==> src/hdl/lrpc_pkg.sv <==
`timescale 1ns / 1ps
`default_nettype none

package lrpc_pkg;

    // Field widths
    localparam int IDX_W      = 10;
    localparam int STEP_W     = 9;
    localparam int CH_W       = 8;
    localparam int CHANNELS   = 3;
    localparam int RGB_W      = CHANNELS * CH_W;
    localparam int COLOR_REGS = 6;
    localparam int CFG_ADDR_W = 3;
    localparam int CFG_DATA_W = RGB_W;
    localparam int IN_DATA_W  = 16;

    // Default wheel geometry
    localparam int SECTIONS_DEF   = 6;
    localparam int SOLO_WIDTH_DEF = 16;
    localparam int FADE_WIDTH_DEF = 48;

    // Register reset values
    localparam logic [STEP_W-1:0] SPEED_RST    = STEP_W'(1);
    localparam logic [STEP_W-1:0] COMPRESS_RST = STEP_W'(1);
    localparam logic [RGB_W-1:0]  COLOR_RST [COLOR_REGS] = '{
        24'hFF0000, 24'hFFFF00, 24'h00FF00, 24'h00FFFF, 24'h0000FF, 24'hFF00FF
    };

    // Register map
    typedef enum logic [CFG_ADDR_W-1:0] {
        REG_SPEED    = 3'd0,
        REG_COMPRESS = 3'd1,
        REG_COLOR0   = 3'd2,
        REG_COLOR1   = 3'd3,
        REG_COLOR2   = 3'd4,
        REG_COLOR3   = 3'd5,
        REG_COLOR4   = 3'd6,
        REG_COLOR5   = 3'd7
    } cfg_reg_t;

    // Input item kind
    typedef enum logic {
        CMD_PIXEL = 1'b0,
        CMD_TICK  = 1'b1
    } cmd_t;

    typedef logic [CH_W-1:0] chan_t;

endpackage

`default_nettype wire

==> src/hdl/led_rainbow_pixel_color_core.sv <==
`timescale 1ns / 1ps
`default_nettype none
// Rainbow color wheel for an LED strip.
// Input stream (s_*): s_tuser is the item kind (tick or pixel), s_tdata[9:0]
// the pixel index. A tick advances the wheel phase by speed and gives no
// output; a pixel item gives one transfer on the output stream (m_*) with
// the pixel color, red in m_tdata[7:0], green [15:8], blue [23:16].
// Configuration: cfg_we writes cfg_wdata into register cfg_addr (0 speed,
// 1 compress, 2..7 section colors, packed red 23:16, green 15:8, blue 7:0).
// Write only while no item is in flight.
// Throughput: one item per clock while s_tready is high. The result of a
// pixel passes, after the input register, through nine register stages
// (index multiply, reciprocal quotient, remainder, phase add, section split,
// blend setup, weight multiply, reciprocal divide, output register) on its
// way to m_tvalid.
// Stall: a two-entry output (output register plus skid register) absorbs
// the pipeline; s_tready drops only once the skid entry is occupied, and
// the whole pipeline then holds in place.
// Reset: pipeline empties, phase goes to 0, registers take their defaults.

module led_rainbow_pixel_color_core #(
    parameter int SECTIONS   = lrpc_pkg::SECTIONS_DEF,
    parameter int SOLO_WIDTH = lrpc_pkg::SOLO_WIDTH_DEF,
    parameter int FADE_WIDTH = lrpc_pkg::FADE_WIDTH_DEF
) (
    input  wire                                 clk,
    input  wire                                 rst_n,
    // configuration write port
    input  wire                                 cfg_we,
    input  wire  [lrpc_pkg::CFG_ADDR_W-1:0]     cfg_addr,
    input  wire  [lrpc_pkg::CFG_DATA_W-1:0]     cfg_wdata,
    // input stream
    input  wire                                 s_tvalid,
    output logic                                s_tready,
    input  wire  [lrpc_pkg::IN_DATA_W-1:0]      s_tdata,   // [9:0] pixel_index
    input  wire                                 s_tuser,   // [0] cmd
    // output stream
    output logic                                m_tvalid,
    input  wire                                 m_tready,
    output logic [lrpc_pkg::RGB_W-1:0]          m_tdata    // [7:0] red, [15:8] green,
                                                           // [23:16] blue
);

    localparam int IDX_W    = lrpc_pkg::IDX_W;
    localparam int STEP_W   = lrpc_pkg::STEP_W;
    localparam int CH_W     = lrpc_pkg::CH_W;
    localparam int CHANNELS = lrpc_pkg::CHANNELS;
    localparam int RGB_W    = lrpc_pkg::RGB_W;
    localparam int NREGS    = lrpc_pkg::COLOR_REGS;

    localparam int SECTION_STEPS = SOLO_WIDTH + FADE_WIDTH;
    localparam int WHEEL_LENGTH  = SECTIONS * SECTION_STEPS;
    localparam int PHASE_W       = $clog2(WHEEL_LENGTH);
    localparam int OFF_W         = (SECTION_STEPS > 1) ? $clog2(SECTION_STEPS) : 1;
    localparam int SEC_W         = $clog2(SECTIONS);
    localparam int KW            = $clog2(FADE_WIDTH + 1);

    // x mod WHEEL_LENGTH for x < 2^VAL_W via reciprocal multiply
    localparam int     VAL_W  = IDX_W + STEP_W;
    localparam int     MOD_SH = VAL_W + PHASE_W;
    localparam int     MOD_MW = VAL_W + 2;
    localparam longint MOD_M  = ((longint'(1) << MOD_SH) + WHEEL_LENGTH - 1) / WHEEL_LENGTH;

    // x / FADE_WIDTH for x < 2^PROD_W via reciprocal multiply
    localparam int     PROD_W  = KW + CH_W;
    localparam int     FADE_LG = $clog2(FADE_WIDTH);
    localparam int     DIV_SH  = PROD_W + FADE_LG;
    localparam int     DIV_MW  = PROD_W + 2;
    localparam longint DIV_M   = ((longint'(1) << DIV_SH) + FADE_WIDTH - 1) / FADE_WIDTH;

    localparam logic [MOD_MW-1:0]  MOD_M_C = MOD_MW'(MOD_M);
    localparam logic [DIV_MW-1:0]  DIV_M_C = DIV_MW'(DIV_M);
    localparam logic [PHASE_W:0]   LEN_C   = (PHASE_W + 1)'(WHEEL_LENGTH);
    localparam logic [PHASE_W:0]   STEPS_C = (PHASE_W + 1)'(SECTION_STEPS);
    localparam logic [OFF_W-1:0]   SOLO_C  = OFF_W'(SOLO_WIDTH);
    localparam logic [KW-1:0]      FADE_C  = KW'(FADE_WIDTH);

    // ------------------------------------------------------------------
    // Configuration registers
    // ------------------------------------------------------------------
    logic [STEP_W-1:0] speed_reg;
    logic [STEP_W-1:0] compress_reg;
    logic [RGB_W-1:0]  color_reg [NREGS];

    always_ff @(posedge clk or negedge rst_n)
    begin
        if (!rst_n)
        begin
            speed_reg    <= lrpc_pkg::SPEED_RST;
            compress_reg <= lrpc_pkg::COMPRESS_RST;
            for (int i = 0; i < NREGS; i++)
            begin
                color_reg[i] <= lrpc_pkg::COLOR_RST[i];
            end
        end
        else if (cfg_we)
        begin
            unique case (lrpc_pkg::cfg_reg_t'(cfg_addr))
                lrpc_pkg::REG_SPEED:
                    speed_reg <= cfg_wdata[STEP_W-1:0];
                lrpc_pkg::REG_COMPRESS:
                    compress_reg <= cfg_wdata[STEP_W-1:0];
                lrpc_pkg::REG_COLOR0, lrpc_pkg::REG_COLOR1, lrpc_pkg::REG_COLOR2,
                lrpc_pkg::REG_COLOR3, lrpc_pkg::REG_COLOR4, lrpc_pkg::REG_COLOR5:
                    color_reg[lrpc_pkg::CFG_ADDR_W'(cfg_addr - lrpc_pkg::REG_COLOR0)]
                        <= cfg_wdata[RGB_W-1:0];
            endcase
        end
    end

    // following section's color, wrapping to section 0
    logic [RGB_W-1:0] color_nxt [SECTIONS];
    for (genvar g = 0; g < SECTIONS; g++)
    begin : g_nxt
        assign color_nxt[g] = color_reg[(g + 1) % SECTIONS];
    end

    // ------------------------------------------------------------------
    // Pipeline control: everything advances unless the skid entry is full
    // ------------------------------------------------------------------
    logic en;
    logic skid_valid_reg;
    logic out_valid_reg;

    assign en       = !skid_valid_reg;
    assign s_tready = en;

    logic s1_valid_reg, s2_valid_reg, s3_valid_reg, s4_valid_reg;
    logic s5_valid_reg, s6_valid_reg, s7_valid_reg, s8_valid_reg, s9_valid_reg;
    lrpc_pkg::cmd_t s1_cmd_reg, s2_cmd_reg, s3_cmd_reg, s4_cmd_reg;

    always_ff @(posedge clk or negedge rst_n)
    begin
        if (!rst_n)
        begin
            s1_valid_reg <= 1'b0;
            s2_valid_reg <= 1'b0;
            s3_valid_reg <= 1'b0;
            s4_valid_reg <= 1'b0;
            s5_valid_reg <= 1'b0;
            s6_valid_reg <= 1'b0;
            s7_valid_reg <= 1'b0;
            s8_valid_reg <= 1'b0;
            s9_valid_reg <= 1'b0;
        end
        else if (en)
        begin
            s1_valid_reg <= s_tvalid;
            s2_valid_reg <= s1_valid_reg;
            s3_valid_reg <= s2_valid_reg;
            s4_valid_reg <= s3_valid_reg;
            // ticks end at the phase stage
            s5_valid_reg <= s4_valid_reg && (s4_cmd_reg == lrpc_pkg::CMD_PIXEL);
            s6_valid_reg <= s5_valid_reg;
            s7_valid_reg <= s6_valid_reg;
            s8_valid_reg <= s7_valid_reg;
            s9_valid_reg <= s8_valid_reg;
        end
    end

    // ------------------------------------------------------------------
    // Stage 1: input register
    // ------------------------------------------------------------------
    logic [IDX_W-1:0] s1_idx_reg;

    // Stage 2: wheel step count (pixel offset or tick advance)
    logic [VAL_W-1:0] s2_val_next, s2_val_reg;

    assign s2_val_next = (s1_cmd_reg == lrpc_pkg::CMD_TICK) ? VAL_W'(speed_reg)
                       : VAL_W'(s1_idx_reg) * VAL_W'(compress_reg);

    // Stage 3: quotient by wheel length
    logic [VAL_W+MOD_MW-1:0] s3_mul;
    logic [VAL_W-1:0]        s3_quo_next, s3_quo_reg, s3_val_reg;

    assign s3_mul      = (VAL_W + MOD_MW)'(s2_val_reg) * (VAL_W + MOD_MW)'(MOD_M_C);
    assign s3_quo_next = VAL_W'(s3_mul >> MOD_SH);

    // Stage 4: remainder
    logic [VAL_W+PHASE_W:0] s4_mul;
    logic [PHASE_W-1:0]     s4_rem_next, s4_rem_reg;

    assign s4_mul      = (VAL_W + PHASE_W + 1)'(s3_quo_reg) * (VAL_W + PHASE_W + 1)'(LEN_C);
    assign s4_rem_next = PHASE_W'(s3_val_reg - VAL_W'(s4_mul));

    // Stage 5: phase add, one conditional subtract keeps it on the wheel
    logic [PHASE_W-1:0] phase_reg, phase_next;
    logic [PHASE_W:0]   s5_sum;
    logic [PHASE_W-1:0] s5_pos_next, s5_pos_reg;

    assign s5_sum      = {1'b0, phase_reg} + {1'b0, s4_rem_reg};
    assign s5_pos_next = (s5_sum >= LEN_C) ? PHASE_W'(s5_sum - LEN_C) : PHASE_W'(s5_sum);
    assign phase_next  = s5_pos_next;

    always_ff @(posedge clk or negedge rst_n)
    begin
        if (!rst_n)
        begin
            phase_reg <= '0;
        end
        else if (en && s4_valid_reg && (s4_cmd_reg == lrpc_pkg::CMD_TICK))
        begin
            phase_reg <= phase_next;
        end
    end

    // Stage 6: section and offset within it
    logic [SEC_W-1:0] s6_sec_next, s6_sec_reg;
    logic [OFF_W-1:0] s6_off_next, s6_off_reg;
    logic [PHASE_W:0] s6_base;

    always_comb
    begin
        s6_sec_next = '0;
        s6_base     = '0;
        for (int k = 1; k < SECTIONS; k++)
        begin
            if ({1'b0, s5_pos_reg} >= (PHASE_W + 1)'(k * SECTION_STEPS))
            begin
                s6_sec_next = SEC_W'(k);
                s6_base     = (PHASE_W + 1)'(k * SECTION_STEPS);
            end
        end
        s6_off_next = OFF_W'({1'b0, s5_pos_reg} - s6_base);
    end

    // Stage 7: blend setup per channel (weight, span, base)
    logic [RGB_W-1:0]  s7_cur, s7_nxt;
    logic              s7_solo;
    logic [KW-1:0]     s7_foff;
    logic [KW-1:0]     s7_k_next    [CHANNELS];
    logic [CH_W-1:0]   s7_diff_next [CHANNELS];
    lrpc_pkg::chan_t   s7_base_next [CHANNELS];
    logic [KW-1:0]     s7_k_reg     [CHANNELS];
    logic [CH_W-1:0]   s7_diff_reg  [CHANNELS];
    lrpc_pkg::chan_t   s7_base_reg  [CHANNELS];

    assign s7_cur  = color_reg[s6_sec_reg];
    assign s7_nxt  = color_nxt[s6_sec_reg];
    assign s7_solo = s6_off_reg < SOLO_C;
    assign s7_foff = KW'(s6_off_reg - SOLO_C);

    always_comb
    begin
        for (int ch = 0; ch < CHANNELS; ch++)
        begin
            // channel 0 is red in the top byte
            if (s7_solo || (s7_cur[RGB_W-1-ch*CH_W -: CH_W] == s7_nxt[RGB_W-1-ch*CH_W -: CH_W]))
            begin
                s7_k_next[ch]    = '0;
                s7_diff_next[ch] = '0;
                s7_base_next[ch] = s7_cur[RGB_W-1-ch*CH_W -: CH_W];
            end
            else if (s7_cur[RGB_W-1-ch*CH_W -: CH_W] < s7_nxt[RGB_W-1-ch*CH_W -: CH_W])
            begin
                s7_k_next[ch]    = s7_foff;
                s7_diff_next[ch] = s7_nxt[RGB_W-1-ch*CH_W -: CH_W]
                                 - s7_cur[RGB_W-1-ch*CH_W -: CH_W];
                s7_base_next[ch] = s7_cur[RGB_W-1-ch*CH_W -: CH_W];
            end
            else
            begin
                // falling channel: measured from the far end
                s7_k_next[ch]    = FADE_C - s7_foff;
                s7_diff_next[ch] = s7_cur[RGB_W-1-ch*CH_W -: CH_W]
                                 - s7_nxt[RGB_W-1-ch*CH_W -: CH_W];
                s7_base_next[ch] = s7_nxt[RGB_W-1-ch*CH_W -: CH_W];
            end
        end
    end

    // Stage 8: weight times span
    logic [PROD_W-1:0] s8_prod_next [CHANNELS];
    logic [PROD_W-1:0] s8_prod_reg  [CHANNELS];
    lrpc_pkg::chan_t   s8_base_reg  [CHANNELS];

    // Stage 9: divide by fade width
    logic [PROD_W+DIV_MW-1:0] s9_mul      [CHANNELS];
    lrpc_pkg::chan_t          s9_quo_next [CHANNELS];
    lrpc_pkg::chan_t          s9_quo_reg  [CHANNELS];
    lrpc_pkg::chan_t          s9_base_reg [CHANNELS];

    // Output: quotient plus base
    lrpc_pkg::chan_t  res_chan [CHANNELS];
    logic [RGB_W-1:0] result;

    for (genvar c = 0; c < CHANNELS; c++)
    begin : g_chan
        assign s8_prod_next[c] = PROD_W'(s7_k_reg[c]) * PROD_W'(s7_diff_reg[c]);
        assign s9_mul[c]       = (PROD_W + DIV_MW)'(s8_prod_reg[c])
                               * (PROD_W + DIV_MW)'(DIV_M_C);
        assign s9_quo_next[c]  = CH_W'(s9_mul[c] >> DIV_SH);
        assign res_chan[c]     = s9_quo_reg[c] + s9_base_reg[c];
        assign result[c*CH_W +: CH_W] = res_chan[c];
    end

    // Pipeline payload registers
    always_ff @(posedge clk)
    begin
        if (en)
        begin
            s1_idx_reg <= s_tdata[IDX_W-1:0];
            s1_cmd_reg <= lrpc_pkg::cmd_t'(s_tuser);
            s2_val_reg <= s2_val_next;
            s2_cmd_reg <= s1_cmd_reg;
            s3_quo_reg <= s3_quo_next;
            s3_val_reg <= s2_val_reg;
            s3_cmd_reg <= s2_cmd_reg;
            s4_rem_reg <= s4_rem_next;
            s4_cmd_reg <= s3_cmd_reg;
            s5_pos_reg <= s5_pos_next;
            s6_sec_reg <= s6_sec_next;
            s6_off_reg <= s6_off_next;
            for (int ch = 0; ch < CHANNELS; ch++)
            begin
                s7_k_reg[ch]    <= s7_k_next[ch];
                s7_diff_reg[ch] <= s7_diff_next[ch];
                s7_base_reg[ch] <= s7_base_next[ch];
                s8_prod_reg[ch] <= s8_prod_next[ch];
                s8_base_reg[ch] <= s7_base_reg[ch];
                s9_quo_reg[ch]  <= s9_quo_next[ch];
                s9_base_reg[ch] <= s8_base_reg[ch];
            end
        end
    end

    // ------------------------------------------------------------------
    // Output register with skid entry
    // ------------------------------------------------------------------
    logic [RGB_W-1:0] out_data_reg;
    logic [RGB_W-1:0] skid_data_reg;

    always_ff @(posedge clk or negedge rst_n)
    begin
        if (!rst_n)
        begin
            out_valid_reg  <= 1'b0;
            skid_valid_reg <= 1'b0;
        end
        else if (!out_valid_reg || m_tready)
        begin
            out_valid_reg  <= skid_valid_reg || s9_valid_reg;
            skid_valid_reg <= 1'b0;
        end
        else if (s9_valid_reg && en)
        begin
            skid_valid_reg <= 1'b1;
        end
    end

    always_ff @(posedge clk)
    begin
        if (!out_valid_reg || m_tready)
        begin
            out_data_reg <= skid_valid_reg ? skid_data_reg : result;
        end
        else if (s9_valid_reg && en)
        begin
            skid_data_reg <= result;
        end
    end

    assign m_tvalid = out_valid_reg;
    assign m_tdata  = out_data_reg;

    // ------------------------------------------------------------------
    // Assertions
    // ------------------------------------------------------------------
    // skid entry only fills behind a waiting output
    assert property (@(posedge clk) disable iff (!rst_n)
        skid_valid_reg |-> out_valid_reg)
        else $error("skid entry occupied with empty output register");

    // phase stays on the wheel
    assert property (@(posedge clk) disable iff (!rst_n)
        {1'b0, phase_reg} < LEN_C)
        else $error("phase out of range");

    // section split leaves an offset inside the section
    assert property (@(posedge clk) disable iff (!rst_n)
        s6_valid_reg |-> ((PHASE_W + 1)'(s6_off_reg) < STEPS_C))
        else $error("section offset out of range");

endmodule

`default_nettype wire
==> config.mk <==
export PLATFORM = sky130hd
export DESIGN_NAME = led_rainbow_pixel_color_core
export DESIGN_NICKNAME = d
export VERILOG_FILES = /design/src/hdl/lrpc_pkg.sv /design/src/hdl/led_rainbow_pixel_color_core.sv
export SDC_FILE = /design/constraint.sdc
export NUM_CORES = 2
export LEC_CHECK = 0
export BUFFER_PORTS_ARGS = -buffer_cell sky130_fd_sc_hd__buf_2
export CAP_MARGIN = 20
export CORE_ASPECT_RATIO = 0.6
export CORE_MARGIN = 2
export CORE_UTILIZATION = 32
export DETAILED_ROUTE_END_ITERATION = 12
export GPL_TIMING_DRIVEN = 0
export SYNTH_ARGS = -nofsm -noshare
export SYNTH_HDL_FRONTEND = slang
export SYNTH_SLANG_ARGS = --single-unit
==> constraint.sdc <==
create_clock -name clk -period 27.3 [get_ports clk]
set_input_delay 0 -clock clk [delete_from_list [all_inputs] [get_ports clk]]
set_output_delay 0 -clock clk [all_outputs]
set_load 0.01 [all_outputs]
Yosys cells after proc, flatten, opt, wreduce, memory -nomap -nowiden. Memory sizes are Yosys's and may differ from the RTL's. Index checks and enable logic that the tools add are counted.

Bits in registers: 310. Memory bits (writable): 180. Output and inout port bits: 26. Memories: 7.

Add/subtract/negate cells: 16. Multipliers: 9. $lt $le $gt $ge: 13. Eq/ne operators: 10. Multiplexer cells: 41. Bitwise gates (word level): 4. Reductions and logical operators: 20.

Memories: s8_prod_reg (depth 3, width 14, rd ports 3, clocked after memory_dff 0, write ports 3, RTL line led_rainbow_pixel_color_core.sv:274) `logic [PROD_W-1:0] s8_prod_reg [CHANNELS];`; s7_base_reg (depth 3, width 8, rd ports 3, clocked after memory_dff 0, write ports 3, RTL line led_rainbow_pixel_color_core.sv:236) `lrpc_pkg::chan_t s7_base_reg [CHANNELS];`; s7_diff_reg (depth 3, width 8, rd ports 3, clocked after memory_dff 0, write ports 3, RTL line led_rainbow_pixel_color_core.sv:235) `logic [CH_W-1:0] s7_diff_reg [CHANNELS];`; s8_base_reg (depth 3, width 8, rd ports 3, clocked after memory_dff 0, write ports 3, RTL line led_rainbow_pixel_color_core.sv:275) `lrpc_pkg::chan_t s8_base_reg [CHANNELS];`; s9_base_reg (depth 3, width 8, rd ports 3, clocked after memory_dff 0, write ports 3, RTL line led_rainbow_pixel_color_core.sv:281) `lrpc_pkg::chan_t s9_base_reg [CHANNELS];`; s9_quo_reg (depth 3, width 8, rd ports 3, clocked after memory_dff 0, write ports 3, RTL line led_rainbow_pixel_color_core.sv:280) `lrpc_pkg::chan_t s9_quo_reg [CHANNELS];`; 1 more memories.

Operator list (count): $bmux 24 s3 (2); $bwmux 144 (1); $mux 24 (6); $mux 8 (12); $mul 14x14->27 const B (3); $demux 24 s3 (1); $mux 6 (10); $sub 8x8->8 (6); $mul 6x8->14 (3); $mul 19x20->39 const B (1); $add 8x8->8 (3); $eq 8x8->1 (3); $lt 8x8->1 (3); $mul 10x9->19 (1); $ge 9x8->1 const B (2); $ge 9x9->1 const B (2); $mux 9 (2); $eq 3x3->1 const B (4); $mul 11x2->2 const B (1); $add 9x9->10 (1); $ge 10x9->1 const B (1); $ge 9x7->1 const B (1); $sub 9x9->9 (1); $sub 9x9->9 const B (1); other kinds (21) (42).

Depth between registers and ports, before layout.
Depth after elaboration: 7. Depth in mapped cells: 21.

Worst setup path after synthesis. OpenSTA, ideal clock, no wires.

Path kind: flip-flop to flip-flop. Start point: register skid_valid_reg. End point: register s1_cmd_reg, enable pin. Arrival time: 7.988 ns. Setup slack: 18.596 ns. Cell stages (with the launch flop): 5. Clock period less this slack: 8.704 ns. Path through: dfrtp_1 > clkbuf_1 > inv_1 > clkbuf_1 > buf_1.

RTL lines: start, declared (RTL line led_rainbow_pixel_color_core.sv:122) `logic skid_valid_reg;`; start signal, assigned (RTL line led_rainbow_pixel_color_core.sv:338) `skid_valid_reg <= 1'b0;`; start signal, assigned (RTL line led_rainbow_pixel_color_core.sv:343) `skid_valid_reg <= 1'b0;`; start signal, assigned (RTL line led_rainbow_pixel_color_core.sv:347) `skid_valid_reg <= 1'b1;`; end signal, assigned (RTL line led_rainbow_pixel_color_core.sv:303) `s1_cmd_reg <= lrpc_pkg::cmd_t'(s_tuser);`; end, declared (RTL line led_rainbow_pixel_color_core.sv:130) `lrpc_pkg::cmd_t s1_cmd_reg, s2_cmd_reg, s3_cmd_reg, s4_cmd_reg;`.

No word-level cell between the ends.

==> summary.txt <==
Status
  – Status: finished with violations
  – Failing checks: hold timing

Layout
  – Area taken by multi-input logic gates: 25,400 µm²
  – Synth-to-Final Area Change: 11.64%
  – Most frequent cells in the layout: inv_1, ha_1, fa_1, edfxtp_1, nand2_1
  – Register area: between 10,000 and 15,000 µm²
  – Commonest non-fill, non-tap cell in the layout: inv_1
  – Final nets: just under 5,000
  – Share of layout cells above drive strength 1: 0.1308
  – Number of flip-flops in the largest register: ~140
  – Fill count: between 10,000 and 15,000
  – Non-Filler Instances: 5,687

Yosys
  – Syn avg cell area: 11.29 µm²
  – Simple-Gate Fraction of Synth Area: 0.06717
  – Yosys reg bits: about 480
  – XOR/XNOR Fraction of Synth Area: 0.02821
  – Number of flops mapped to enable cells by yosys: ~300
  – Adder-cell share of the synthesized area: 0.3531
  – Area of the mapped netlist: between 40,000 and 50,000 µm²
  – Largest family of logic cells by synthesized area: adder cells
  – Post-synthesis sequential area ratio: 0.3227
  – Top area cells in the synthesized netlist: edfxtp_1, fa_1, ha_1, inv_1, dfrtp_1
  – Synthesized Nets: about 4,700
  – Synth cell types: 74
  – Post-synthesis cell count: 3,741
  – Top-area cell type share of the netlist area: 0.2126
  – Prevailing post-synth register cell: edfxtp_1
  – FFs w/ async S/R, synth: 0.3784
  – Mux contribution to synthesized area: 0.09266
  – Synth Area in Compound Gates: 0.06039
  – YS warnings: 0
  – Yosys top cell by area: edfxtp_1

STA
  – Final critical-path share of the clock period: 0.2269
  – Sum of negative setup slack: 0 ps
  – WHS: -11.64 ps
  – Clk_skew: about 26 ps
  – Fmax: between 150 and 200 MHz
  – Final min period: approximately 6200 ps
  – Worst-Margin Slew: 1078 ps
  – Final hold viol count: 2
  – Post-route setup slack: 21,110 ps
  – Final Slew Violations: 0
  – Setup violations, final: 0
  – Relative slew slack: 0.2812
  – Unrepaired setup endpoints after global routing: false

Clock network
  – CTS clk-pin slew, worst paths: 70 ps
  – # resized after CTS: 0
  – Max Buffers Root-to-Sink: 3
  – CTS tree: built
  – CTS HTree Levels: 2
  – Root Driver: clkbuf_16
  – Hold_buf cts: 39
  – Worst skew pair latency: roughly 640 ps
  – Post-CTS Setup Inserts: 0
  – Clk sinks: roughly 480
  – Num CTS Buffers: 51

Floorplan
  – Cell Rows: just over 100
  – Chip Width: about 470 µm
  – Die height: 285.4 µm
  – Top-level port count: 75
  – Initial core utilization: 0.3219
  – Full die area: between 100,000 and 150,000 µm²
  – CORE AREA: roughly 130,000 µm²

Placed design
  – IO Port Bufs: 64
  – Placed cell count: around 5,500
  – DP Worst Slack: about 21,000 ps
  – Placer Congestion: slightly above 0.9
  – DP HPWL: approximately 80,000 µm

Global routing
  – Antenna violations before repair: 5
  – Global-route wire length before repair: 158,700 µm
  – GRT Util Overall: 0.1498
  – Vias in the first global route: approximately 27,000
  – Largest net degree at the start of global routing: about 100
  – Gr ovfl total: 0

Route
  – Via count: about 27,000
  – Routed wire per std cell: approximately 18 µm
  – Drt total wl: about 100,000 µm
  – Residual DRC count: 0
  – DRT Pass-1 Iters: 5
  – Final ANT Viol Nets: 0
  – Via/cell ratio: between 4 and 5
  – DRT iter0 DRCs: between 1,500 and 2,000

Worst setup path
  – Worst setup path class: register to register
  – Cell depth of the worst flop-to-flop path: 19
  – CP Capture Type: register
  – Worst stage delay on the critical path: between 700 and 800 ps
  – CP max-delay cell: a211oi_1
  – Critical-path cell list: ha_1 > inv_1 > fa_1 > inv_1 > fa_1 > inv_1 > fa_1 > inv_1 > fa_1 > ha_1 > ha_1 > and3_1 > nand4_1 > a211oi_1 > o2111ai_2 > a21boi_1 > a2111oi_2 > o21ai_1 > xnor2_1
  – Data required, critical path: between 20,000 and 30,000 ps
  – Crit path launch type: register
  – CP Max Fanout: 4
  – Crit path DAT: roughly 6600 ps

Worst hold path
  – Min-delay worst type: input port to async pin

Flow run
  – Max-Cap Viols: 0
## area by class of cell
type / count / share of cell area
well taps: 1732 / 0.04597
diodes: 2 / 0.0001062
plain buffers: 85 / 0.007405
inverters: 760 / 0.06051
flip-flops and latches: 481 / 0.2890
multi-input cells: 2415 / 0.5389
clock inverters: 34 / 0.009847
repair buffers: 116 / 0.01985
clock buffers: 62 / 0.02837
## worst max-delay path, delay by kind of cell (launching register included)
family,cells,cell delay [ps]
AOI/OAI and AO/OA,5,1710
xor gates and xnor gates,1,70
buffers and inverters,4,250
and+or+nand+nor,2,430
adders and majority gates,7,2960
DFF,1,490
## cells by family (layout without fill, tap and decap cells)
logic type | Yosys count | in the layout
multiplexers | 305 | 305
XOR/XNOR | 136 | 136
other | 0 | 2
flip-flops | 481 | 481
AO/OA/AOI/OAI | 401 | 401
adder cells (fa/ha/maj) | 951 | 951
buffers and inverters | 845 | 1057
AND/OR/NAND/NOR | 622 | 622
## cells in the mapped netlist, types with 4 or more instances
cell type	n
inv_1	759
ha_1	550
fa_1	401
edfxtp_1	299
nand2_1	251
mux2_2	188
nor2_1	171
a21oi_1	163
dfrtp_1	108
xnor2_1	96
and2_1	94
dfstp_2	74
mux2i_1	62
clkbuf_1	59
o21ai_0	58
a21o_1	53
mux4_2	48
xor2_1	40
o21bai_1	27
buf_2	20
nand3_1	17
o21a_1	17
a211oi_1	16
nand2b_1	15
nand4_1	14
nor2b_1	14
nor3_1	14
a221oi_1	9
or3_1	8
o21ai_1	7
a31oi_1	6
and3_1	6
a211o_1	5
buf_1	5
a22oi_1	4
mux2_4	4
nor3b_1	4
## layer usage
layer / vias up / routed length [µm] / GRT usage / part of all wire
met5: - / 24 / 0 / 0.00024
li1: 12710 / - / - / -
met1: 13170 / 53860 / 0.2461 / 0.54
met2: 631 / 36860 / 0.1941 / 0.37
met4: 4 / 1386 / 0.02228 / 0.014
met3: 92 / 7465 / 0.03832 / 0.075
## worst paths after layout
path / from / to / slack [ps]
min in group clk: s_tdata[7] / s1_idx_reg[7]$_DFFE_PN_ / 70
worst min register to register: s8_base_reg[0][20]$_DFFE_PN_ / s9_base_reg[0][20]$_DFFE_PN_ / 410
worst max-delay path: s8_prod_reg[0][15]$_DFFE_PN_ / s9_quo_reg[0][13]$_DFFE_PN_ / 21110
worst min-delay path: rst_n / color_nxt[60]$_DFFE_PN0P_ / -10
worst max register to register: s8_prod_reg[0][15]$_DFFE_PN_ / s9_quo_reg[0][13]$_DFFE_PN_ / 21110
max in group asynchronous: rst_n / s1_valid_reg$_DFFE_PN0N_ / 26350
## stage by stage
| step | instance area (µm²) | utilization |
|---|---|---|
| 2_1_floorplan | 42230 | - |
| 3_3_place_gp | 44710 | 0.3408 |
| 3_5_place_dp | 44940 | 0.3425 |
| 4_1_cts | 47130 | 0.3593 |
| 5_1_grt | 47140 | 0.3593 |
| 6_report | 47140 | 0.3593 |
Power is not shown: default switching activity piles up to over one toggle a cycle in this logic, so the estimate is an artifact.
